**config.mk**
```make
export PLATFORM = sky130hd
export DESIGN_NAME = node_table_oldest_eviction_unit
export DESIGN_NICKNAME = d
export VERILOG_FILES = /design/src/ntoe_pkg.sv /design/src/ntoe_cell.sv /design/src/node_table_oldest_eviction_unit.sv
export SDC_FILE = /design/constraint.sdc
export NUM_CORES = 2
export LEC_CHECK = 0
export ABC_AREA = 1
export BUFFER_PORTS_ARGS = -buffer_cell sky130_fd_sc_hd__clkbuf_2
export CAP_MARGIN = 30
export CORE_ASPECT_RATIO = 0.9
export CORE_MARGIN = 1.5
export CORE_UTILIZATION = 60
export CTS_CLUSTER_DIAMETER = 60
export DETAILED_ROUTE_END_ITERATION = 16
export PLACE_DENSITY = 0.83
export REMOVE_ABC_BUFFERS = 1
export SYNTH_ARGS = -nofsm -noshare
export SYNTH_HDL_FRONTEND = slang
export SYNTH_HIERARCHICAL = 1
export SYNTH_SLANG_ARGS = --single-unit
```
**constraint.sdc**
```tcl
create_clock -name clk -period 4.4 [get_ports clk]
set_input_delay 0.22 -clock clk [delete_from_list [all_inputs] [get_ports clk]]
set_output_delay 0.22 -clock clk [all_outputs]
set_load 0.005 [all_outputs]
```
**src/ntoe_pkg.sv**
```systemverilog
// Shared types, constants and codes for the node table oldest-eviction unit.
package ntoe_pkg;

	localparam int NTOE_MAX_NODES = 16;
	localparam int ID_W           = 32;
	localparam int TIME_W         = 23;
	localparam int SLOT_W         = 4;
	localparam int COUNT_W        = 5;

	localparam logic [ID_W-1:0] ID_NONE     = '0;
	localparam logic [ID_W-1:0] ID_RESERVED = '1;

	typedef enum logic {
		CMD_SIGHTING  = 1'b0,
		CMD_TELEMETRY = 1'b1
	} cmd_t;

	typedef enum logic [2:0] {
		OUT_REJECTED  = 3'd0,
		OUT_REFRESHED = 3'd1,
		OUT_INSERTED  = 3'd2,
		OUT_EVICTED   = 3'd3,
		OUT_TELEMETRY = 3'd4,
		OUT_UNKNOWN   = 3'd5
	} outcome_t;

	// search word handed from cell to cell
	typedef struct packed {
		logic              valid;
		logic              hit;
		logic              have_old;
		logic [TIME_W-1:0] old_time;
		logic [ID_W-1:0]   old_id;
	} srch_t;

	// write word broadcast to all cells
	typedef struct packed {
		logic              sight;
		logic              fresh;
		logic              tele;
		logic [ID_W-1:0]   id;
		logic [TIME_W-1:0] seen;
		logic signed [7:0] snr;
		logic signed [15:0] rssi;
		logic [7:0]        batt;
		logic [15:0]       volt;
	} wr_t;

endpackage

```
**src/ntoe_cell.sv**
```systemverilog
// One table entry with its stage of the search chain.
module ntoe_cell import ntoe_pkg::*; #(
	parameter int MAX_NODES = NTOE_MAX_NODES,
	parameter int IDX       = 0,
	localparam int IDX_W    = (MAX_NODES > 1) ? $clog2(MAX_NODES) : 1,
	localparam int CNT_W    = $clog2(MAX_NODES + 1)
) (
	input  logic             clk,
	input  logic             arst_n,
	input  logic [CNT_W-1:0] count,
	input  logic [ID_W-1:0]  id,
	input  srch_t            tok_in,
	input  logic [IDX_W-1:0] hit_idx_in,
	input  logic [IDX_W-1:0] old_idx_in,
	output srch_t            tok_out,
	output logic [IDX_W-1:0] hit_idx_out,
	output logic [IDX_W-1:0] old_idx_out,
	input  logic             wr_en,
	input  wr_t              wr
);

	localparam logic [CNT_W-1:0] IDX_C = CNT_W'(IDX);
	localparam logic [IDX_W-1:0] IDX_I = IDX_W'(IDX);

	logic [ID_W-1:0]    id_q;
	logic [TIME_W-1:0]  seen_q;
	logic signed [7:0]  snr_q;
	logic signed [15:0] rssi_q;
	logic [7:0]         batt_q;
	logic [15:0]        volt_q;
	logic               tel_q;

	logic  in_range, match, older;
	srch_t tok_nx;
	srch_t tok_q;
	logic [IDX_W-1:0] hit_idx_q, old_idx_q;

	always_comb begin
		in_range = IDX_C < count;
		match    = in_range && !tok_in.hit && (id_q == id);
		older    = in_range && !tok_in.hit && !match &&
			(!tok_in.have_old || (seen_q < tok_in.old_time));
		tok_nx = tok_in;
		if (match) begin
			tok_nx.hit = 1'b1;
		end
		if (older) begin
			tok_nx.have_old = 1'b1;
			tok_nx.old_time = seen_q;
			tok_nx.old_id   = id_q;
		end
	end

	always_ff @(posedge clk or negedge arst_n) begin
		if (!arst_n) begin
			tok_q <= '0;
		end else begin
			tok_q <= tok_nx;
		end
	end

	always_ff @(posedge clk) begin
		hit_idx_q <= match ? IDX_I : hit_idx_in;
		old_idx_q <= older ? IDX_I : old_idx_in;
	end

	// entry storage
	always_ff @(posedge clk) begin
		if (wr_en) begin
			if (wr.sight) begin
				seen_q <= wr.seen;
				snr_q  <= wr.snr;
				rssi_q <= wr.rssi;
			end
			if (wr.fresh) begin
				id_q  <= wr.id;
				tel_q <= 1'b0;
			end
			if (wr.tele) begin
				batt_q <= wr.batt;
				volt_q <= wr.volt;
				tel_q  <= 1'b1;
			end
		end
	end

	assign tok_out     = tok_q;
	assign hit_idx_out = hit_idx_q;
	assign old_idx_out = old_idx_q;

endmodule

```
**src/node_table_oldest_eviction_unit.sv**
```systemverilog
// Top level of the node table with oldest-timestamp eviction.
// One command word at a time: in_stall stays high from acceptance until the
// word commits. The search word is registered into tok0_q, walks the chain
// of MAX_NODES entry cells one cell per cycle, waits in fin_q, then commits.
// A stalled result holds back the next commit and so the next acceptance.
// Reset (arst_n low, asynchronous): table empty, chain and output idle.
module node_table_oldest_eviction_unit import ntoe_pkg::*; #(
	parameter int MAX_NODES = NTOE_MAX_NODES
) (
	input  logic                 clk,
	input  logic                 arst_n,
	input  logic                 in_valid,
	output logic                 in_stall,
	input  logic                 command,
	input  logic [ID_W-1:0]      node_id,
	input  logic signed [7:0]    snr,
	input  logic signed [15:0]   rssi,
	input  logic [7:0]           batt_level,
	input  logic [15:0]          voltage_mv,
	input  logic [TIME_W-1:0]    time_seconds,
	output logic                 out_valid,
	input  logic                 out_stall,
	output logic [SLOT_W-1:0]    slot,
	output logic [2:0]           outcome,
	output logic [ID_W-1:0]      evicted_id,
	output logic [COUNT_W-1:0]   node_count
);

	localparam int IDX_W = (MAX_NODES > 1) ? $clog2(MAX_NODES) : 1;
	localparam int CNT_W = $clog2(MAX_NODES + 1);
	localparam logic [CNT_W-1:0] FULL = CNT_W'(MAX_NODES);

	// held command word; busy_q keeps it stable until commit
	logic               busy_q;
	cmd_t               cmd_q;
	logic [ID_W-1:0]    id_q;
	logic signed [7:0]  snr_q;
	logic signed [15:0] rssi_q;
	logic [7:0]         batt_q;
	logic [15:0]        volt_q;
	logic [TIME_W-1:0]  time_q;
	logic [CNT_W-1:0]   count_q;

	logic accept, commit;

	// search chain: tok[i] feeds cell i, tok[MAX_NODES] leaves the last cell
	srch_t            tok [MAX_NODES+1];
	logic [IDX_W-1:0] hidx [MAX_NODES+1];
	logic [IDX_W-1:0] oidx [MAX_NODES+1];
	srch_t            tok0_q;

	// finished search, held until the output register is free
	srch_t            fin_q;
	logic [IDX_W-1:0] fin_hidx_q, fin_oidx_q;

	// commit decision
	wr_t              wr;
	logic             do_wr;
	logic             reserved;
	logic [IDX_W-1:0] tgt;
	outcome_t         res_outcome;
	logic [ID_W-1:0]  res_evict;
	logic [CNT_W-1:0] count_nx;
	logic [MAX_NODES-1:0] wr_en;

	// output register
	logic               out_valid_q;
	logic [SLOT_W-1:0]  slot_q;
	outcome_t           outcome_q;
	logic [ID_W-1:0]    evict_q;
	logic [COUNT_W-1:0] count_out_q;

	assign in_stall = busy_q;
	assign accept   = in_valid && !busy_q;
	assign commit   = fin_q.valid && (!out_valid_q || !out_stall);

	always_ff @(posedge clk or negedge arst_n) begin
		if (!arst_n) begin
			busy_q <= 1'b0;
		end else if (accept) begin
			busy_q <= 1'b1;
		end else if (commit) begin
			busy_q <= 1'b0;
		end
	end

	always_ff @(posedge clk) begin
		if (accept) begin
			cmd_q  <= cmd_t'(command);
			id_q   <= node_id;
			snr_q  <= snr;
			rssi_q <= rssi;
			batt_q <= batt_level;
			volt_q <= voltage_mv;
			time_q <= time_seconds;
		end
	end

	// launch a fresh search word in the cycle after acceptance
	always_ff @(posedge clk or negedge arst_n) begin
		if (!arst_n) begin
			tok0_q <= '0;
		end else begin
			tok0_q <= '{valid: accept, default: '0};
		end
	end

	assign tok[0]  = tok0_q;
	assign hidx[0] = '0;
	assign oidx[0] = '0;

	for (genvar g = 0; g < MAX_NODES; g++) begin : g_cell
		assign wr_en[g] = commit && do_wr && (tgt == IDX_W'(g));

		ntoe_cell #(
			.MAX_NODES (MAX_NODES),
			.IDX       (g)
		) u_cell (
			.clk         (clk),
			.arst_n      (arst_n),
			.count       (count_q),
			.id          (id_q),
			.tok_in      (tok[g]),
			.hit_idx_in  (hidx[g]),
			.old_idx_in  (oidx[g]),
			.tok_out     (tok[g+1]),
			.hit_idx_out (hidx[g+1]),
			.old_idx_out (oidx[g+1]),
			.wr_en       (wr_en[g]),
			.wr          (wr)
		);
	end

	always_ff @(posedge clk or negedge arst_n) begin
		if (!arst_n) begin
			fin_q <= '0;
		end else if (tok[MAX_NODES].valid) begin
			fin_q <= tok[MAX_NODES];
		end else if (commit) begin
			fin_q.valid <= 1'b0;
		end
	end

	always_ff @(posedge clk) begin
		if (tok[MAX_NODES].valid) begin
			fin_hidx_q <= hidx[MAX_NODES];
			fin_oidx_q <= oidx[MAX_NODES];
		end
	end

	// Sightings reject id zero and all-ones; telemetry rejects only zero.
	// A sighting miss appends while there is room, else replaces the oldest.
	always_comb begin
		reserved = (id_q == ID_NONE) ||
			((cmd_q == CMD_SIGHTING) && (id_q == ID_RESERVED));
		res_outcome = OUT_REJECTED;
		res_evict   = '0;
		tgt         = '0;
		do_wr       = 1'b0;
		count_nx    = count_q;
		wr.sight    = 1'b0;
		wr.fresh    = 1'b0;
		wr.tele     = 1'b0;
		wr.id       = id_q;
		wr.seen     = time_q;
		wr.snr      = snr_q;
		wr.rssi     = rssi_q;
		wr.batt     = batt_q;
		wr.volt     = volt_q;
		if (!reserved) begin
			unique case (cmd_q)
				CMD_SIGHTING: begin
					do_wr    = 1'b1;
					wr.sight = 1'b1;
					priority if (fin_q.hit) begin
						res_outcome = OUT_REFRESHED;
						tgt         = fin_hidx_q;
					end else if (count_q != FULL) begin
						res_outcome = OUT_INSERTED;
						tgt         = IDX_W'(count_q);
						wr.fresh    = 1'b1;
						count_nx    = CNT_W'(count_q + 1'b1);
					end else begin
						res_outcome = OUT_EVICTED;
						tgt         = fin_oidx_q;
						res_evict   = fin_q.old_id;
						wr.fresh    = 1'b1;
					end
				end
				CMD_TELEMETRY: begin
					if (fin_q.hit) begin
						res_outcome = OUT_TELEMETRY;
						tgt         = fin_hidx_q;
						do_wr       = 1'b1;
						wr.tele     = 1'b1;
					end else begin
						res_outcome = OUT_UNKNOWN;
					end
				end
				default: begin
					res_outcome = OUT_REJECTED;
				end
			endcase
		end
	end

	always_ff @(posedge clk or negedge arst_n) begin
		if (!arst_n) begin
			count_q <= '0;
		end else if (commit) begin
			count_q <= count_nx;
		end
	end

	always_ff @(posedge clk or negedge arst_n) begin
		if (!arst_n) begin
			out_valid_q <= 1'b0;
		end else if (commit) begin
			out_valid_q <= 1'b1;
		end else if (!out_stall) begin
			out_valid_q <= 1'b0;
		end
	end

	always_ff @(posedge clk) begin
		if (commit) begin
			slot_q      <= SLOT_W'(tgt);
			outcome_q   <= res_outcome;
			evict_q     <= res_evict;
			count_out_q <= COUNT_W'(count_nx);
		end
	end

	assign out_valid  = out_valid_q;
	assign slot       = slot_q;
	assign outcome    = outcome_q;
	assign evicted_id = evict_q;
	assign node_count = count_out_q;

endmodule

```
==> run_results.csv <==
group,metric,value,unit
clocking,clk_pin_slew_worst_paths,70,ps
floorplan,io-pin-count,154,
sta,report.final.slew_viol_count,57,
clocking,cts_tree,"built",
yosys,postSynthAreaPerCell,10.07,sq um
critical_path,r2r_slack,620,ps
global_routing,overflow,0,
floorplan,coreArea,151000,sq um
floorplan,die-height,373.7,um
route,vias,63590,
cells_and_area,multiInputGateArea,29800,sq um
worst_hold_path,min_path_type,"input port to register",
place,portBuffers,105,
outcome,outcome,"complete, but fails checks",
yosys,synth_cells,9098,
power,leakage,47.40,nW
cells_and_area,instances_no_fill,11480,
sta,rsz0062_at_grt,"no",
cells_and_area,nNetsFinal,9775,
global_routing,grt_pass1_wl,331100,um
cells_and_area,fillers,10270,
route,drc_errors,0,
route,ant_nets,0,
global_routing,grt_start_max_net_pins,165,
route,routedWlPerCell,17.72,um
yosys,yosysWarnings,6,
clocking,clock-root-buffer,"clkbuf_16",
route,drt_wl_total,203300,um
place,dp.cells,11030,
sta,min_period,3778,ps
critical_path,worstPathCellList,"nor2_1, nand2_1, nor2_1, nand3_1, nand2_4, inv_1, nand4_1, nor2_1, nand2_1, inv_1, buf_4",
clocking,cts_resized,0,
clocking,cts-buffers-inserted,196,
sta,setup_viol,0,
route,via_per_inst,5.541,
sta,hold_viol_final,0,
critical_path,timing_worst_setup_path_type,"register to register",
critical_path,path_max_fanout,32,
global_routing,grt_pass1_vias,65170,
sta,finalCritPeriodShare,85.86,%
place,placed_cell_area,93870,sq um
outcome,violations,"max-slew violations",
clocking,postCtsSetupBuffers,0,
clocking,cts_max_level,4,
critical_path,crit_top_cell,"nor2_1",
clocking,ctsHoldBuffers,61,
floorplan,num_rows,135,
critical_path,crit_buf_inv,3,
cells_and_area,drive_above_1_share,8.473,%
clocking,clkSinkCount,2062,
sta,maxSlewHeadroom,-41.33,%
sta,setup_tns,0,ps
clocking,insertion_delay,840,ps
cells_and_area,areaGrowthSynthToFinish,10.63,%
critical_path,required,4860,ps
critical_path,cpPeakStageDelay,850,ps
place,place.gp.congestion,0.8679,
floorplan,die_area,155100,sq um
place,dp_hpwl,139300,um
route,first_pass_iters,9,
clocking,clockBufferDepth,3,
cells_and_area,antenna_cells,0,
global_routing,antenna_found_initial,2,
sta,worst_pin_slew,2115,ps
critical_path,arrival,4230,ps
sta,skew,28.33,ps
critical_path,slowest_stage,"edfxtp_1",
yosys,netlist_area,91620,sq um
cells_and_area,fin_area,101400,sq um
route,drt_iter0_markers,6212,
sta,max_freq,264.7,MHz
power,ir_drop,0.2903,mV
global_routing,track_usage,26.25,%
critical_path,path_delay_family,"simple AND/OR/NAND/NOR gates",
power,power.density,385.9,nW/um^2
cells_and_area,seq_area,55900,sq um
floorplan,initial_core_util,60.67,%
critical_path,endpoint_kind,"register",
flow_run,max-cap-violations,0,
critical_path,start_kind,"register",
floorplan,die_x,414.9,um
## through the flow
| stage | setup slack (ps) | power [mW] | utilization (%) | hold slack (ps) |
|---|---|---|---|---|
| after global placement | 993.5 | 22.29 | 62.10 | 237.9 |
| after detailed placement | 873.8 | 22.40 | 62.17 | 247.4 |
| after CTS | 798.8 | 39.34 | 66.94 | 63.54 |
| after floorplan | -662.0 | 21.84 | - | -75.59 |
| final | 622.4 | 39.12 | 67.12 | 111.2 |
| after global routing | 617.5 | 40.42 | 67.12 | 107.9 |
## per-layer routing
metal  share of wire, %  global-route usage, %  vias up  wire length (um)
met5                  0                      0        -                 0
met4                4.4                  12.38        0              8870
met3                6.1                  3.424      542             12420
met2                 51                  46.57     2569            103500
met1                 39                  31.77    30620             78550
li1                   -                      -    29860                 -
## area by class of cell
cell class | instances | area share (%)
repair buffers | 322 | 2.607
multi-input cells | 5686 | 29.40
clock inverters | 91 | 0.9196
clock buffers | 283 | 5.594
inverters | 1045 | 3.870
well taps | 1986 | 2.451
flip-flops and latches | 2062 | 55.15
## state kept, by name (all words and copies together), names as in the netlist
name                       flops
out_valid                      1
fin_q                         34
outcome                        3
slot                           4
fin_oidx_q                     4
node_count                     5
tok                            1
g_cell.u_cell/id_q           512
g_cell.u_cell/seen_q         368
fin_hidx_q                     4
id_q                          32
g_cell.u_cell/old_idx_out     64
evicted_id                    32
time_q                        23
count_q                        5
in_stall                       1
g_cell.u_cell/tok_out        904
cmd_q                          1
g_cell.u_cell/hit_idx_out     64
## power by group
part | internal (mW) | switching [mW]
clock network | 9.87 | 7.15
registers | 20.5 | 0.214
logic | 0.461 | 0.893
## final timing paths
path / to / cells past startpoint / from
max: g_cell[0].u_cell/id_q[14] / 11 / cmd_q
min: time_q[15] / 2 / time_seconds[15]
max reg2reg: g_cell[0].u_cell/id_q[14] / 11 / cmd_q
min reg2reg: g_cell[4].u_cell/tok_out[57] / 0 / g_cell[3].u_cell/tok_out[57]
max in group asynchronous: g_cell[11].u_cell/tok_out[36] / 4 / arst_n
min in group asynchronous: g_cell[11].u_cell/tok_out[53] / 3 / arst_n
## placed cells by master (no fill, tap or decap), types with 11 or more instances in the layout
| master | n |
|---|---|
| edfxtp_1 | 988 |
| dlygate4sd3_1 | 61 |
| bufinv_16 | 15 |
| nand2_1 | 3180 |
| nor2_2 | 56 |
| clkbuf_8 | 29 |
| dfrtp_1 | 945 |
| clkinvlp_4 | 11 |
| xnor2_1 | 398 |
| a21oi_1 | 115 |
| clkinv_2 | 39 |
| clkbuf_16 | 203 |
| a21o_1 | 31 |
| nand2_2 | 124 |
| nor2_1 | 330 |
| buf_4 | 136 |
| nand3_2 | 20 |
| o21ai_0 | 40 |
| clkinv_1 | 13 |
| nand4_1 | 870 |
| conb_1 | 89 |
| ha_1 | 354 |
| clkbuf_2 | 104 |
| nand3_1 | 40 |
| clkbuf_1 | 51 |
| inv_1 | 1034 |
| dfxtp_1 | 128 |
Power figures use the tool's default switching activity.
